`src/rtl/sbto_pkg.sv`:
```
`timescale 1ns / 1ps
`default_nettype none

package sbto_pkg;

    localparam int SCREEN_WIDTH  = 240;
    localparam int SCREEN_HEIGHT = 240;
    localparam int MAX_CHARS     = 16;

    localparam int GLYPH_W    = 5;
    localparam int GLYPH_H    = 7;
    localparam int GLYPH_STEP = 6;
    localparam int SCALE_MAX  = 15;

    // line buffer index and position counter widths
    localparam int IDX_W = (MAX_CHARS > 1) ? $clog2(MAX_CHARS) : 1;
    localparam int POS_W = $clog2(MAX_CHARS + 1);

    // nonnegative offset from the origin: 8-bit pixel minus 10-bit signed origin
    localparam int COORD_W = 10;
    localparam int THR_RAW = $clog2(MAX_CHARS * GLYPH_STEP * SCALE_MAX + 1);
    localparam int THR_W   = (THR_RAW > COORD_W) ? THR_RAW : COORD_W;

    localparam int QUEUE_DEPTH = 2;

    localparam logic FUNC_WRITE = 1'b0;
    localparam logic FUNC_QUERY = 1'b1;

    // register indexes, byte address is four times the index
    localparam logic [2:0] REG_ORIGIN_X   = 3'd0;
    localparam logic [2:0] REG_ORIGIN_Y   = 3'd1;
    localparam logic [2:0] REG_SCALE      = 3'd2;
    localparam logic [2:0] REG_TEXT_COLOR = 3'd3;
    localparam logic [2:0] REG_BACK_COLOR = 3'd4;
    localparam logic [2:0] REG_TEXT_LEN   = 3'd5;

    localparam logic [3:0] SLOT_BLANK = 4'd15;

    typedef struct packed {
        logic [9:0]  origin_x;
        logic [9:0]  origin_y;
        logic [3:0]  scale;
        logic [15:0] text_color;
        logic [15:0] background_color;
        logic [4:0]  text_length;
    } cfg_t;

    typedef struct packed {
        logic               func;
        logic [3:0]         char_index;
        logic [7:0]         char_code;
        logic               kill;
        logic [COORD_W-1:0] dx;
        logic [COORD_W-1:0] dy;
    } q_entry_t;

    typedef struct packed {
        logic q_valid;
        logic q_pop;
        logic out_load;
    } back_stat_t;

    function automatic logic [3:0] glyph_slot(input logic [7:0] code);
        logic [3:0] slot;
        unique case (code)
            8'h28:   slot = 4'd0;   // (
            8'h29:   slot = 4'd1;   // )
            8'h43:   slot = 4'd2;   // C
            8'h45:   slot = 4'd3;   // E
            8'h4C:   slot = 4'd4;   // L
            8'h4F:   slot = 4'd5;   // O
            8'h52:   slot = 4'd6;   // R
            8'h5F:   slot = 4'd7;   // _
            8'h61:   slot = 4'd8;   // a
            8'h64:   slot = 4'd9;   // d
            8'h67:   slot = 4'd10;  // g
            8'h69:   slot = 4'd11;  // i
            8'h6E:   slot = 4'd12;  // n
            8'h6F:   slot = 4'd13;  // o
            8'h2E:   slot = 4'd14;  // full stop
            default: slot = SLOT_BLANK;
        endcase
        return slot;
    endfunction

    // one glyph row, bit 4 is the leftmost column; rows packed top row in the msbs
    function automatic logic [GLYPH_W-1:0] font_row(input logic [3:0] slot,
                                                   input logic [2:0] row);
        logic [GLYPH_W*GLYPH_H-1:0] g;
        logic [GLYPH_W-1:0]         bits;
        unique case (slot)
            4'd0:    g = {5'h06, 5'h08, 5'h10, 5'h10, 5'h10, 5'h08, 5'h06};
            4'd1:    g = {5'h0C, 5'h02, 5'h01, 5'h01, 5'h01, 5'h02, 5'h0C};
            4'd2:    g = {5'h0F, 5'h10, 5'h10, 5'h10, 5'h10, 5'h10, 5'h0F};
            4'd3:    g = {5'h1F, 5'h10, 5'h10, 5'h1E, 5'h10, 5'h10, 5'h1F};
            4'd4:    g = {5'h10, 5'h10, 5'h10, 5'h10, 5'h10, 5'h10, 5'h1F};
            4'd5:    g = {5'h0E, 5'h11, 5'h11, 5'h11, 5'h11, 5'h11, 5'h0E};
            4'd6:    g = {5'h1E, 5'h11, 5'h11, 5'h1E, 5'h14, 5'h12, 5'h11};
            4'd7:    g = {5'h00, 5'h00, 5'h00, 5'h00, 5'h00, 5'h00, 5'h1F};
            4'd8:    g = {5'h00, 5'h0E, 5'h01, 5'h0F, 5'h11, 5'h13, 5'h0D};
            4'd9:    g = {5'h01, 5'h01, 5'h0D, 5'h13, 5'h11, 5'h13, 5'h0D};
            4'd10:   g = {5'h00, 5'h0D, 5'h13, 5'h11, 5'h0F, 5'h01, 5'h0E};
            4'd11:   g = {5'h04, 5'h00, 5'h0C, 5'h04, 5'h04, 5'h04, 5'h0E};
            4'd12:   g = {5'h00, 5'h00, 5'h16, 5'h19, 5'h11, 5'h11, 5'h11};
            4'd13:   g = {5'h00, 5'h00, 5'h0E, 5'h11, 5'h11, 5'h11, 5'h0E};
            4'd14:   g = {5'h00, 5'h00, 5'h00, 5'h00, 5'h00, 5'h0C, 5'h0C};
            default: g = '0;
        endcase
        if (int'(row) < GLYPH_H) begin
            bits = g[(GLYPH_H - 1 - int'(row)) * GLYPH_W +: GLYPH_W];
        end else begin
            bits = '0;
        end
        return bits;
    endfunction

endpackage

`default_nettype wire

```
`src/rtl/scaled_bitmap_text_overlay.sv`:
```
// write item: result registered at dequeue, one write per cycle while m_tready is high
// pixel query: the back-end sequencer steps through dequeue, row/position compare,
//   column compare and glyph, and takes no new item until the result is registered
// a 2-entry queue separates input acceptance from the back end
// reset (aresetn low, synchronous): registers to defaults, line buffer blank, queue empty
`timescale 1ns / 1ps
`default_nettype none

module scaled_bitmap_text_overlay (
    input  wire logic        aclk,
    input  wire logic        aresetn,
    input  wire logic        s_tvalid,
    output logic             s_tready,
    input  wire logic [31:0] s_tdata,   // char_index, char_code, pixel_x, pixel_y
    input  wire logic [0:0]  s_tuser,   // func
    output logic             m_tvalid,
    input  wire logic        m_tready,
    output logic [15:0]      m_tdata,   // pixel_color
    output logic [0:0]       m_tuser,   // text_hit
    input  wire logic        psel,
    input  wire logic        penable,
    input  wire logic        pwrite,
    input  wire logic [4:0]  paddr,
    input  wire logic [31:0] pwdata,
    output logic [31:0]      prdata,
    output logic             pready
);

    sbto_pkg::cfg_t       cfg;
    sbto_pkg::q_entry_t   push_entry;
    sbto_pkg::q_entry_t   q_data;
    sbto_pkg::back_stat_t stat;
    logic                 push;
    logic                 q_full;
    logic                 q_valid;
    logic                 q_pop;

    sbto_regs u_regs (
        .aclk    (aclk),
        .aresetn (aresetn),
        .psel    (psel),
        .penable (penable),
        .pwrite  (pwrite),
        .paddr   (paddr),
        .pwdata  (pwdata),
        .prdata  (prdata),
        .pready  (pready),
        .cfg     (cfg)
    );

    sbto_front u_front (
        .s_tvalid (s_tvalid),
        .s_tready (s_tready),
        .s_tdata  (s_tdata),
        .s_tuser  (s_tuser),
        .cfg      (cfg),
        .q_full   (q_full),
        .push     (push),
        .entry    (push_entry)
    );

    sbto_queue u_queue (
        .aclk      (aclk),
        .aresetn   (aresetn),
        .push      (push),
        .push_data (push_entry),
        .full      (q_full),
        .pop       (q_pop),
        .valid     (q_valid),
        .data      (q_data)
    );

    sbto_back u_back (
        .aclk     (aclk),
        .aresetn  (aresetn),
        .cfg      (cfg),
        .q_valid  (q_valid),
        .q_data   (q_data),
        .q_pop    (q_pop),
        .m_tvalid (m_tvalid),
        .m_tready (m_tready),
        .m_tdata  (m_tdata),
        .m_tuser  (m_tuser),
        .stat     (stat)
    );

    a_pop_needs_entry: assert property (@(posedge aclk) disable iff (!aresetn)
        stat.q_pop |-> stat.q_valid)
        else $error("back end dequeued from an empty queue");

    a_no_result_overwrite: assert property (@(posedge aclk) disable iff (!aresetn)
        stat.out_load |-> (!m_tvalid || m_tready))
        else $error("result register loaded while a result still waits");

    a_reset_state: assert property (@(posedge aclk)
        !aresetn |=> (!m_tvalid && s_tready))
        else $error("block not empty after reset");

endmodule

`default_nettype wire

```
`src/rtl/sbto_regs.sv`:
```
`timescale 1ns / 1ps
`default_nettype none

module sbto_regs (
    input  wire logic          aclk,
    input  wire logic          aresetn,
    input  wire logic          psel,
    input  wire logic          penable,
    input  wire logic          pwrite,
    input  wire logic [4:0]    paddr,
    input  wire logic [31:0]   pwdata,
    output logic [31:0]        prdata,
    output logic               pready,
    output sbto_pkg::cfg_t     cfg
);

    sbto_pkg::cfg_t cfg_reg;
    logic           wr_en;

    assign pready = 1'b1;
    assign wr_en  = psel && penable && pwrite;
    assign cfg    = cfg_reg;

    always_ff @(posedge aclk) begin
        if (!aresetn) begin
            cfg_reg.origin_x         <= '0;
            cfg_reg.origin_y         <= '0;
            cfg_reg.scale            <= 4'd1;
            cfg_reg.text_color       <= 16'hFFFF;
            cfg_reg.background_color <= '0;
            cfg_reg.text_length      <= '0;
        end else if (wr_en) begin
            unique case (paddr[4:2])
                sbto_pkg::REG_ORIGIN_X:   cfg_reg.origin_x         <= pwdata[9:0];
                sbto_pkg::REG_ORIGIN_Y:   cfg_reg.origin_y         <= pwdata[9:0];
                sbto_pkg::REG_SCALE:      cfg_reg.scale            <= pwdata[3:0];
                sbto_pkg::REG_TEXT_COLOR: cfg_reg.text_color       <= pwdata[15:0];
                sbto_pkg::REG_BACK_COLOR: cfg_reg.background_color <= pwdata[15:0];
                sbto_pkg::REG_TEXT_LEN:   cfg_reg.text_length      <= pwdata[4:0];
                default: begin
                end
            endcase
        end
    end

    always_comb begin
        unique case (paddr[4:2])
            sbto_pkg::REG_ORIGIN_X:   prdata = {22'd0, cfg_reg.origin_x};
            sbto_pkg::REG_ORIGIN_Y:   prdata = {22'd0, cfg_reg.origin_y};
            sbto_pkg::REG_SCALE:      prdata = {28'd0, cfg_reg.scale};
            sbto_pkg::REG_TEXT_COLOR: prdata = {16'd0, cfg_reg.text_color};
            sbto_pkg::REG_BACK_COLOR: prdata = {16'd0, cfg_reg.background_color};
            sbto_pkg::REG_TEXT_LEN:   prdata = {27'd0, cfg_reg.text_length};
            default:                  prdata = '0;
        endcase
    end

endmodule

`default_nettype wire

```
`src/rtl/sbto_front.sv`:
```
`timescale 1ns / 1ps
`default_nettype none

module sbto_front (
    input  wire logic             s_tvalid,
    output logic                  s_tready,
    input  wire logic [31:0]      s_tdata,   // char_index, char_code, pixel_x, pixel_y
    input  wire logic [0:0]       s_tuser,   // func
    input  wire sbto_pkg::cfg_t   cfg,
    input  wire logic             q_full,
    output logic                  push,
    output sbto_pkg::q_entry_t    entry
);

    logic [7:0]         px;
    logic [7:0]         py;
    logic signed [10:0] dx_s;
    logic signed [10:0] dy_s;
    logic               off_screen;

    assign px = s_tdata[19:12];
    assign py = s_tdata[27:20];

    assign s_tready = !q_full;
    assign push     = s_tvalid && !q_full;

    always_comb begin
        dx_s = $signed({3'b000, px}) - $signed({cfg.origin_x[9], cfg.origin_x});
        dy_s = $signed({3'b000, py}) - $signed({cfg.origin_y[9], cfg.origin_y});
        off_screen = ({3'b000, px} >= 11'(sbto_pkg::SCREEN_WIDTH))
                  || ({3'b000, py} >= 11'(sbto_pkg::SCREEN_HEIGHT));

        entry.func       = s_tuser[0];
        entry.char_index = s_tdata[3:0];
        entry.char_code  = s_tdata[11:4];
        // queries that can never hit are marked here and report no hit
        entry.kill       = off_screen || dx_s[10] || dy_s[10] || (cfg.scale == 4'd0);
        entry.dx         = dx_s[sbto_pkg::COORD_W-1:0];
        entry.dy         = dy_s[sbto_pkg::COORD_W-1:0];
    end

endmodule

`default_nettype wire

```
`src/rtl/sbto_queue.sv`:
```
`timescale 1ns / 1ps
`default_nettype none

module sbto_queue (
    input  wire logic               aclk,
    input  wire logic               aresetn,
    input  wire logic               push,
    input  wire sbto_pkg::q_entry_t push_data,
    output logic                    full,
    input  wire logic               pop,
    output logic                    valid,
    output sbto_pkg::q_entry_t      data
);

    localparam int PTR_W = $clog2(sbto_pkg::QUEUE_DEPTH);
    localparam int CNT_W = $clog2(sbto_pkg::QUEUE_DEPTH + 1);

    sbto_pkg::q_entry_t mem [sbto_pkg::QUEUE_DEPTH];
    logic [PTR_W-1:0]   wr_ptr_reg;
    logic [PTR_W-1:0]   rd_ptr_reg;
    logic [CNT_W-1:0]   count_reg;
    logic [CNT_W-1:0]   count_next;

    assign full  = (count_reg == CNT_W'(sbto_pkg::QUEUE_DEPTH));
    assign valid = (count_reg != '0);
    assign data  = mem[rd_ptr_reg];

    always_comb begin
        unique case ({push, pop})
            2'b10:   count_next = count_reg + CNT_W'(1);
            2'b01:   count_next = count_reg - CNT_W'(1);
            default: count_next = count_reg;
        endcase
    end

    always_ff @(posedge aclk) begin
        if (push) begin
            mem[wr_ptr_reg] <= push_data;
        end
    end

    // depth is a power of two, pointers wrap on their own
    always_ff @(posedge aclk) begin
        if (!aresetn) begin
            wr_ptr_reg <= '0;
            rd_ptr_reg <= '0;
            count_reg  <= '0;
        end else begin
            if (push) begin
                wr_ptr_reg <= wr_ptr_reg + PTR_W'(1);
            end
            if (pop) begin
                rd_ptr_reg <= rd_ptr_reg + PTR_W'(1);
            end
            count_reg <= count_next;
        end
    end

endmodule

`default_nettype wire

```
`src/rtl/sbto_back.sv`:
```
`timescale 1ns / 1ps
`default_nettype none

module sbto_back (
    input  wire logic               aclk,
    input  wire logic               aresetn,
    input  wire sbto_pkg::cfg_t     cfg,
    input  wire logic               q_valid,
    input  wire sbto_pkg::q_entry_t q_data,
    output logic                    q_pop,
    output logic                    m_tvalid,
    input  wire logic               m_tready,
    output logic [15:0]             m_tdata,   // pixel_color
    output logic [0:0]              m_tuser,   // text_hit
    output sbto_pkg::back_stat_t    stat
);

    localparam int THR_W = sbto_pkg::THR_W;
    localparam int POS_W = sbto_pkg::POS_W;
    localparam int IDX_W = sbto_pkg::IDX_W;

    typedef enum logic [1:0] {
        S_IDLE,
        S_DIV,
        S_SEL,
        S_FIN
    } state_t;

    state_t                        state_reg;
    logic [7:0]                    line_chars_reg [sbto_pkg::MAX_CHARS];
    logic                          kill_reg;
    logic [sbto_pkg::COORD_W-1:0]  dx_reg;
    logic [sbto_pkg::COORD_W-1:0]  dy_reg;
    logic [2:0]                    gy_reg;
    logic [POS_W-1:0]              pos_reg;
    logic [2:0]                    gx_reg;
    logic [7:0]                    code_reg;
    logic                          m_tvalid_reg;
    logic [15:0]                   m_color_reg;
    logic                          m_hit_reg;

    logic             out_free;
    logic             out_load;
    logic [IDX_W-1:0] wr_idx;
    logic             wr_in_range;
    logic [THR_W-1:0] s_ext;
    logic [THR_W-1:0] step_w;
    logic [THR_W-1:0] dx_ext;
    logic [THR_W-1:0] dy_ext;
    logic [THR_W-1:0] rem;
    logic [2:0]       gy_next;
    logic [POS_W-1:0] pos_next;
    logic [2:0]       gx_next;
    logic             kill_div;
    int               len_i;
    logic [4:0]       row_bits;
    logic [2:0]       tap;
    logic             hit;

    assign out_free = !m_tvalid_reg || m_tready;
    assign q_pop    = (state_reg == S_IDLE) && q_valid
                   && ((q_data.func == sbto_pkg::FUNC_QUERY) || out_free);
    assign out_load = ((state_reg == S_IDLE) && q_pop && (q_data.func == sbto_pkg::FUNC_WRITE))
                   || ((state_reg == S_FIN) && out_free);

    assign wr_idx      = IDX_W'(q_data.char_index);
    assign wr_in_range = (int'(q_data.char_index) < sbto_pkg::MAX_CHARS);

    assign m_tvalid   = m_tvalid_reg;
    assign m_tdata    = m_color_reg;
    assign m_tuser[0] = m_hit_reg;

    assign stat.q_valid  = q_valid;
    assign stat.q_pop    = q_pop;
    assign stat.out_load = out_load;

    // row and character position by comparing against multiples of the scale
    always_comb begin
        s_ext  = THR_W'(cfg.scale);
        step_w = THR_W'(sbto_pkg::GLYPH_STEP) * s_ext;
        dx_ext = THR_W'(dx_reg);
        dy_ext = THR_W'(dy_reg);
        len_i  = (int'(cfg.text_length) > sbto_pkg::MAX_CHARS) ? sbto_pkg::MAX_CHARS
                                                               : int'(cfg.text_length);
        gy_next = '0;
        for (int k = 1; k <= sbto_pkg::GLYPH_H; k++) begin
            if (dy_ext >= THR_W'(k) * s_ext) begin
                gy_next = 3'(k);
            end
        end
        pos_next = '0;
        for (int k = 1; k <= sbto_pkg::MAX_CHARS; k++) begin
            if (dx_ext >= THR_W'(k) * step_w) begin
                pos_next = POS_W'(k);
            end
        end
        kill_div = (int'(gy_next) >= sbto_pkg::GLYPH_H) || (int'(pos_next) >= len_i);
    end

    // column inside the character step
    always_comb begin
        rem     = dx_ext - THR_W'(pos_reg) * step_w;
        gx_next = '0;
        for (int k = 1; k <= sbto_pkg::GLYPH_W; k++) begin
            if (rem >= THR_W'(k) * s_ext) begin
                gx_next = 3'(k);
            end
        end
    end

    always_comb begin
        row_bits = sbto_pkg::font_row(sbto_pkg::glyph_slot(code_reg), gy_reg);
        tap      = (int'(gx_reg) < sbto_pkg::GLYPH_W) ? 3'(sbto_pkg::GLYPH_W - 1) - gx_reg
                                                     : 3'd0;
        // spacing column gives gx equal to the glyph width
        hit      = !kill_reg && (int'(gx_reg) < sbto_pkg::GLYPH_W) && row_bits[tap];
    end

    always_ff @(posedge aclk) begin
        if (!aresetn) begin
            state_reg    <= S_IDLE;
            m_tvalid_reg <= 1'b0;
            for (int i = 0; i < sbto_pkg::MAX_CHARS; i++) begin
                line_chars_reg[i] <= '0;
            end
        end else begin
            if (m_tready && !out_load) begin
                m_tvalid_reg <= 1'b0;
            end
            unique case (state_reg)
                S_IDLE: begin
                    if (q_pop) begin
                        if (q_data.func == sbto_pkg::FUNC_WRITE) begin
                            if (wr_in_range) begin
                                line_chars_reg[wr_idx] <= q_data.char_code;
                            end
                            m_tvalid_reg <= 1'b1;
                            m_color_reg  <= '0;
                            m_hit_reg    <= 1'b0;
                        end else begin
                            kill_reg  <= q_data.kill;
                            dx_reg    <= q_data.dx;
                            dy_reg    <= q_data.dy;
                            state_reg <= S_DIV;
                        end
                    end
                end
                S_DIV: begin
                    gy_reg    <= gy_next;
                    pos_reg   <= pos_next;
                    kill_reg  <= kill_reg || kill_div;
                    state_reg <= S_SEL;
                end
                S_SEL: begin
                    gx_reg    <= gx_next;
                    code_reg  <= line_chars_reg[pos_reg[IDX_W-1:0]];
                    state_reg <= S_FIN;
                end
                S_FIN: begin
                    if (out_free) begin
                        m_tvalid_reg <= 1'b1;
                        m_color_reg  <= hit ? cfg.text_color : cfg.background_color;
                        m_hit_reg    <= hit;
                        state_reg    <= S_IDLE;
                    end
                end
                default: state_reg <= S_IDLE;
            endcase
        end
    end

endmodule

`default_nettype wire
```
`config.mk`:
```
export PLATFORM = sky130hd
export DESIGN_NAME = scaled_bitmap_text_overlay
export DESIGN_NICKNAME = d
export VERILOG_FILES = /design/src/rtl/sbto_pkg.sv /design/src/rtl/scaled_bitmap_text_overlay.sv /design/src/rtl/sbto_regs.sv /design/src/rtl/sbto_front.sv /design/src/rtl/sbto_queue.sv /design/src/rtl/sbto_back.sv
export SDC_FILE = /design/constraint.sdc
export NUM_CORES = 1
export LEC_CHECK = 0
export ABC_AREA = 1
export BUFFER_PORTS_ARGS = -buffer_cell sky130_fd_sc_hd__buf_2
export CAP_MARGIN = 20
export CELL_PAD_IN_SITES_DETAIL_PLACEMENT = 1
export CELL_PAD_IN_SITES_GLOBAL_PLACEMENT = 1
export CORE_ASPECT_RATIO = 1.25
export CORE_MARGIN = 5
export CORE_UTILIZATION = 48
export CTS_CLUSTER_DIAMETER = 30
export DETAILED_ROUTE_END_ITERATION = 7
export GPL_TIMING_DRIVEN = 0
export PLACE_DENSITY_LB_ADDON = 0.2
export REMOVE_ABC_BUFFERS = 1
export SLEW_MARGIN = 15
export SYNTH_ARGS = -nofsm -noshare
export SYNTH_HDL_FRONTEND = slang
export SYNTH_SLANG_ARGS = --single-unit
```
`constraint.sdc`:
```
create_clock -name aclk -period 8.2 [get_ports aclk]
set_input_delay 0.82 -clock aclk [delete_from_list [all_inputs] [get_ports aclk]]
set_output_delay 0.82 -clock aclk [all_outputs]
set_load 0.005 [all_outputs]
```
==> results of run 1 <==
final timing paths:
kind	slack, ps	endpoint	from	cells past startpoint
max	430	u_back.kill_reg	u_regs.cfg[37]	27
min	430	u_queue.mem[0][24]	s_tdata[7]	1
max reg2reg	430	u_back.kill_reg	u_regs.cfg[37]	27
min reg2reg	490	u_regs.cfg[53]	u_regs.cfg[53]	2
power groups by stage:
stage          Sequential [mW]  Combinational [mW]  Clock [mW]
4_1_cts                   2.06                1.80        2.04
3_3_place_gp              2.11                1.56           0
2_1_floorplan             2.05                1.14           0
6_report                  2.06                1.81        2.02
3_5_place_dp              2.09                1.77           0
5_1_grt                   2.07                2.03        2.12
cell families (layout without fill, tap and decap cells):
logic type / count (synthesis) / after routing
and+or+nand+nor: 1205 / 1205
AOI/OAI and AO/OA: 524 / 524
buffers and inverters: 483 / 579
DFF: 322 / 322
adders and majority gates: 308 / 308
xor gates and xnor gates: 67 / 67
muxes: 9 / 9
other: 2 / 17
metal layers:
metal  vias up  GRT usage  wire, microns
met1     10500      0.319          30300
met2       468      0.526          41100
met3       170     0.0284           2530
met4         0      0.100           2920
li1       9999          -              -
met5         -          0              0
cells in the mapped netlist, drive strengths merged, types with 9 or more instances:
library cell  number
a21o              16
a21oi            162
a31oi              9
buf               43
clkbuf            70
dfxtp             69
edfxtp           253
fa                37
ha               271
inv              364
mux2i              9
nand2            558
nand3            170
nand4             40
nor2             388
nor3              21
o211ai            28
o21a              20
o21ai            187
o21bai            13
o221ai            30
o22ai             23
or2               12
xnor2             27
xor2              40
stage by stage:
step                       util  hold slack (ps)  TNS (ps)
final                     0.544              435         0
after global placement    0.500              456     -1450
after floorplan               -              443         0
after CTS                 0.542              405         0
after detailed placement  0.510              474      -777
after global routing      0.544              410         0
final cells by class:
class                           count  area, sq um
Clock inverter                     33          359
Sequential cell                   322         8980
Timing Repair Buffer              122          900
Multi-Input combinational cell   2130        13100
Inverter                          370         1400
Fill cell                        5892        22500
Tap cell                          651          815
Clock buffer                       54         1220
repair_timing:
action | CTS | global route
endpoints found under the setup margin | 1 | 1
pin swaps | 0 | 1
buffers inserted | 4 | 7
resized for setup | 4 | 4
==> qor.csv, run 1 <==
stage,metric,value,unit
floorplan,Core Region,49300,sq um
yosys,share of the synthesized area in the top cell type,0.318,
clocking,CTS root buffer,clkbuf_16,
global_routing,GRT Util Overall,0.277,
sta,Fin. Hold Viols,0,
yosys,syn_area_per_cell,8.17,sq um
yosys,Unique masters post-synth,62,
route,DRT antenna net count,0,
critical_path,worst path required time,8480,ps
power_and_ir_drop,Flop pwr share,0.349,
place,Post-DP HPWL,56100,microns
cells_and_area,"commonest non-fill, non-tap cells in the layout","nand2_1 (547), nor2_1 (372), inv_1 (351)",
yosys,"EDFF count, synth",253,
yosys,largest family of logic cells by synthesized area,simple AND/OR/NAND/NOR gates,
route,DR vias/cell,5.74,
critical_path,Slowest cell on crit path,dfxtp_2,
cells_and_area,"most common cell after layout, fill and taps aside",nand2_1,
critical_path,CP arrival,8050,ps
run,max_cap viols,0,
critical_path,buffer and inverter count on the worst path,3,
place,placed insts,3583,
status,status,completed,
global_routing,largest net degree at the start of global routing,49,
clocking,clock-pin slew on the worst setup and hold paths,50,ps
yosys,largest cells by area after synthesis,"edfxtp_1 (32%), ha_1 (14%), nand2_1 (8.6%)",
power_and_ir_drop,Lkg Pwr,12.1,nW
floorplan,Die Ht,259,microns
cells_and_area,area grow syn2layout,12.4,%
power_and_ir_drop,NetSw,2.11,mW
yosys,post-synthesis mux area share,0.00377,
clocking,CTS buffer count,48,
cells_and_area,post-route cell area,26800,sq um
sta,Post-Route Skew,29.3,ps
floorplan,DIE WIDTH,209,microns
clocking,clock buffer depth,3,
sta,fin. max-slew vios,0,
floorplan,initial core utilization,0.484,
clocking,clock latency on the worst-skew pair,570,ps
min_path,worst hold-check path type,in -> reg,
place,placed instance area,25100,sq um
critical_path,Worst path max stage delay,540,ps
cells_and_area,nets,3379,
critical_path,Setup Crit Path Kind,reg -> reg,
critical_path,crit path max fanout,25,
yosys,simple-gate share of the synthesized area,0.212,
clocking,H-tree levels,2,
sta,worst setup margin,428,ps
floorplan,Die ar.,54300,sq um
clocking,CTS tree,yes,
sta,RSZ-0062 raised after global routing,no,
sta,final period utilization,0.948,
route,DRC viols,0,
clocking,Clock Sinks,322,
power_and_ir_drop,VDD IR max,0.000223,V
yosys,async set-or-reset flop fraction in the synthesized netlist,0,
yosys,Post-Synth Adder-Cell Area,0.173,
place,dpl ws,-777,ps
sta,worst rel slew slack,0.220,
critical_path,Startpoint Class,flop,
route,Avg WL per Cell,20.9,microns
global_routing,total gr overflow,0,
route,Vias,21100,
sta,Worst-Margin Slew,1170,ps
cells_and_area,ant diodes,0,
cells_and_area,layout cells sized above 1,0.0887,
global_routing,vias in the first global route,22800,
place,PortBufs,89,
yosys,post-synthesis xor/xnor area fraction,0.0246,
yosys,"Top FF cell, synth",edfxtp_1,
yosys,Gate Count Post-Synth,2920,
floorplan,Top-Level Pins,129,
yosys,Synth Area in Compound Gates,0.130,
floorplan,# rows,91,
critical_path,CP dominant cell by count,ha_1,
critical_path,CP endpoint kind,flop,
route,initial drt markers,1155,
global_routing,initial antenna violation count,0,
yosys,"Seq/Total Area, Yosys",0.376,
sta,endpoints failing setup,0,
cells_and_area,max reg flops,128,
yosys,Synth Warn #,0,
route,Initial DRT Pass Iterations,5,
power_and_ir_drop,fraction of power spent switching nets,0.359,
clocking,hold buffers post-CTS,0,
power_and_ir_drop,combinational share of power,0.308,
power_and_ir_drop,PwrDens,219,nW/um^2
route,Total Routed Length,76900,microns
power_and_ir_drop,Int Pwr,3.77,mW
cells_and_area,Final Non-Filler Cells,3682,
power_and_ir_drop,clock share of power,0.343,
yosys,Synth area leader,edfxtp_1,
sta,Peak Freq,129,MHz
place,routability cong.,0.898,
sta,crit path time final,7770,ps
yosys,"flops & latches, synth",322,
yosys,Mapped Area,23900,sq um
critical_path,CP top delay family,adder cells,
power_and_ir_drop,Power Total,5.89,mW
global_routing,first-pass GRT wire length,122000,microns
Power figures use the tool's default switching activity.
==> run 2: changes to the inputs <==
Settings changed: BUFFER_PORTS_ARGS -buffer_cell sky130_fd_sc_hd__buf_2 to -buffer_cell sky130_fd_sc_hd__buf_4.
==> qor.csv, run 2 (synthesis gave the netlist of run 1 again) <==
stage,metric,value,unit
route,initial drt markers,1072,
route,Vias,21000,
min_path,cell depth of the worst hold path,1,
route,Total Routed Length,77600,microns
critical_path,CP arrival,8070,ps
power_and_ir_drop,Power Total,5.92,mW
min_path,hold endpoint,u_queue.mem[1][33],
cells_and_area,ant diodes,0,
critical_path,Startpoint Class,flop,
place,Post-DP HPWL,56600,microns
power_and_ir_drop,PwrDens,219,nW/um^2
place,PortBufs,89,
critical_path,Worst path max stage delay,540,ps
critical_path,worst r2r src,u_regs.cfg[37],
critical_path,RR Endpoint,u_back.kill_reg,
floorplan,DIE WIDTH,209,microns
clocking,clock latency on the worst-skew pair,560,ps
critical_path,CP dominant cell by count,ha_1,
route,DRC viols,0,
critical_path,Worst Reg2Reg Path Length in Cells,26,
sta,Worst-Margin Slew,1190,ps
global_routing,first-pass GRT wire length,122000,microns
floorplan,Top-Level Pins,129,
clocking,H-tree levels,2,
global_routing,GRT Util Overall,0.277,
sta,Post-Route Skew,16.8,ps
sta,RSZ-0062 raised after global routing,no,
global_routing,largest net degree at the start of global routing,88,
min_path,Hold Startpoint,s_tuser,
route,DRT antenna net count,0,
cells_and_area,"commonest non-fill, non-tap cells in the layout","nand2_1 (547), nor2_1 (372), inv_1 (351)",
clocking,CTS tree,yes,
floorplan,Die Ht,259,microns
power_and_ir_drop,Lkg Pwr,12.2,nW
critical_path,CP endpoint kind,flop,
cells_and_area,max reg flops,128,
cells_and_area,area grow syn2layout,13.4,%
floorplan,Die ar.,54300,sq um
critical_path,Setup Crit Path Kind,reg -> reg,
clocking,CTS root buffer,clkbuf_16,
sta,Peak Freq,128,MHz
global_routing,total gr overflow,0,
clocking,clock-pin slew on the worst setup and hold paths,60,ps
global_routing,vias in the first global route,22800,
route,Initial DRT Pass Iterations,4,
sta,Fin. Hold Viols,0,
route,DR vias/cell,5.70,
place,routability cong.,0.907,
sta,worst rel slew slack,0.209,
clocking,Clock Sinks,322,
floorplan,# rows,91,
cells_and_area,"most common cell after layout, fill and taps aside",nand2_1,
global_routing,initial antenna violation count,1,
sta,setup tns final,0,ps
critical_path,R2R setup slack,410,ps
critical_path,crit path max fanout,25,
sta,crit path time final,7790,ps
floorplan,Core Region,49300,sq um
cells_and_area,layout cells sized above 1,0.0901,
status,status,completed,
power_and_ir_drop,VDD IR max,0.000283,V
clocking,clock buffer depth,3,
floorplan,initial core utilization,0.484,
critical_path,Slowest cell on crit path,dfxtp_2,
route,Avg WL per Cell,21.1,microns
critical_path,worst path required time,8480,ps
cells_and_area,fillers,5884,
run,max_cap viols,0,
cells_and_area,nets,3378,
sta,endpoints failing setup,0,
sta,fin. max-slew vios,0,
sta,final period utilization,0.950,
min_path,worst hold-check path type,in -> reg,
clocking,CTS buffer count,46,
==> run 2: cell count changes in the layout (fill, tap and decap cells not counted), sizes merged <==
| cell | delta |
|---|---|
| clkbuf | -5 |
| clkinv | +6 |
| bufinv | +1 |
| clkinvlp | -4 |
| buf | +1 |
==> run 2: layout make-up <==
type,instances,area [sq um],area share
clock buffers,49,1180,0.0437
flip-flops and latches,322,8980,0.332
inverters,370,1400,0.0517
multi-input cells,2130,13100,0.485
well taps,651,815,0.0301
repair buffers,123,1140,0.0420
clock inverters,36,407,0.0150
==> run 2: how the worst max path moves through the flow <==
stage               slack (ps)           start  cells after the start         endpoint
detailed placement        -710  u_regs.cfg[39]                     27  u_back.kill_reg
floorplan                 1460  u_regs.cfg[37]                     27  u_back.kill_reg
CTS                         20  u_regs.cfg[39]                     27  u_back.kill_reg
finish                     410  u_regs.cfg[37]                     26  u_back.kill_reg
global route                 9  u_regs.cfg[37]                     28  u_back.kill_reg
global placement         -1310  u_regs.cfg[37]                     29  u_back.kill_reg
==> run 2: worst max-delay path: cells and delay by family (launching register included) <==
kind | cells | cell delay, ps
adders and majority gates | 7 | 2870
AOI/OAI and AO/OA | 11 | 2530
and+or+nand+nor | 5 | 940
DFF | 1 | 540
buffers and inverters | 2 | 460
xor gates and xnor gates | 1 | 160
==> run 2: repair_timing <==
item,in CTS,in global routing
hold buffers,0,0
pin swaps,0,1
endpoints found under the setup margin,1,4
endpoints found under the hold margin,0,0
gates cloned,0,0
setup buffers,2,11
resized for setup,3,4
==> run 2: report_power, final <==
part	switching, mW	internal [mW]
clock network	0.802	1.23
registers	0.121	1.94
logic	1.20	0.630
total	2.12	3.80
==> run 2: through the flow <==
stage / hold slack (ps) / setup WS, ps / util / instances / cell area, sq um
after floorplan: 443 / 1460 / - / 2822 / 23400
after global placement: 457 / -1310 / 0.505 / 3562 / 24900
after detailed placement: 477 / -712 / 0.513 / 3581 / 25300
after CTS: 431 / 17.9 / 0.546 / 3668 / 26900
after global routing: 439 / 9.24 / 0.549 / 3681 / 27100
final: 453 / 409 / 0.549 / 3681 / 27100
==> run 2: routing by layer <==
metal	share of wire	GRT usage	vias to the layer above
met5	0	0	-
met4	0.037	0.104	0
met3	0.032	0.0260	165
met2	0.54	0.527	442
met1	0.39	0.321	10400
li1	-	-	9991
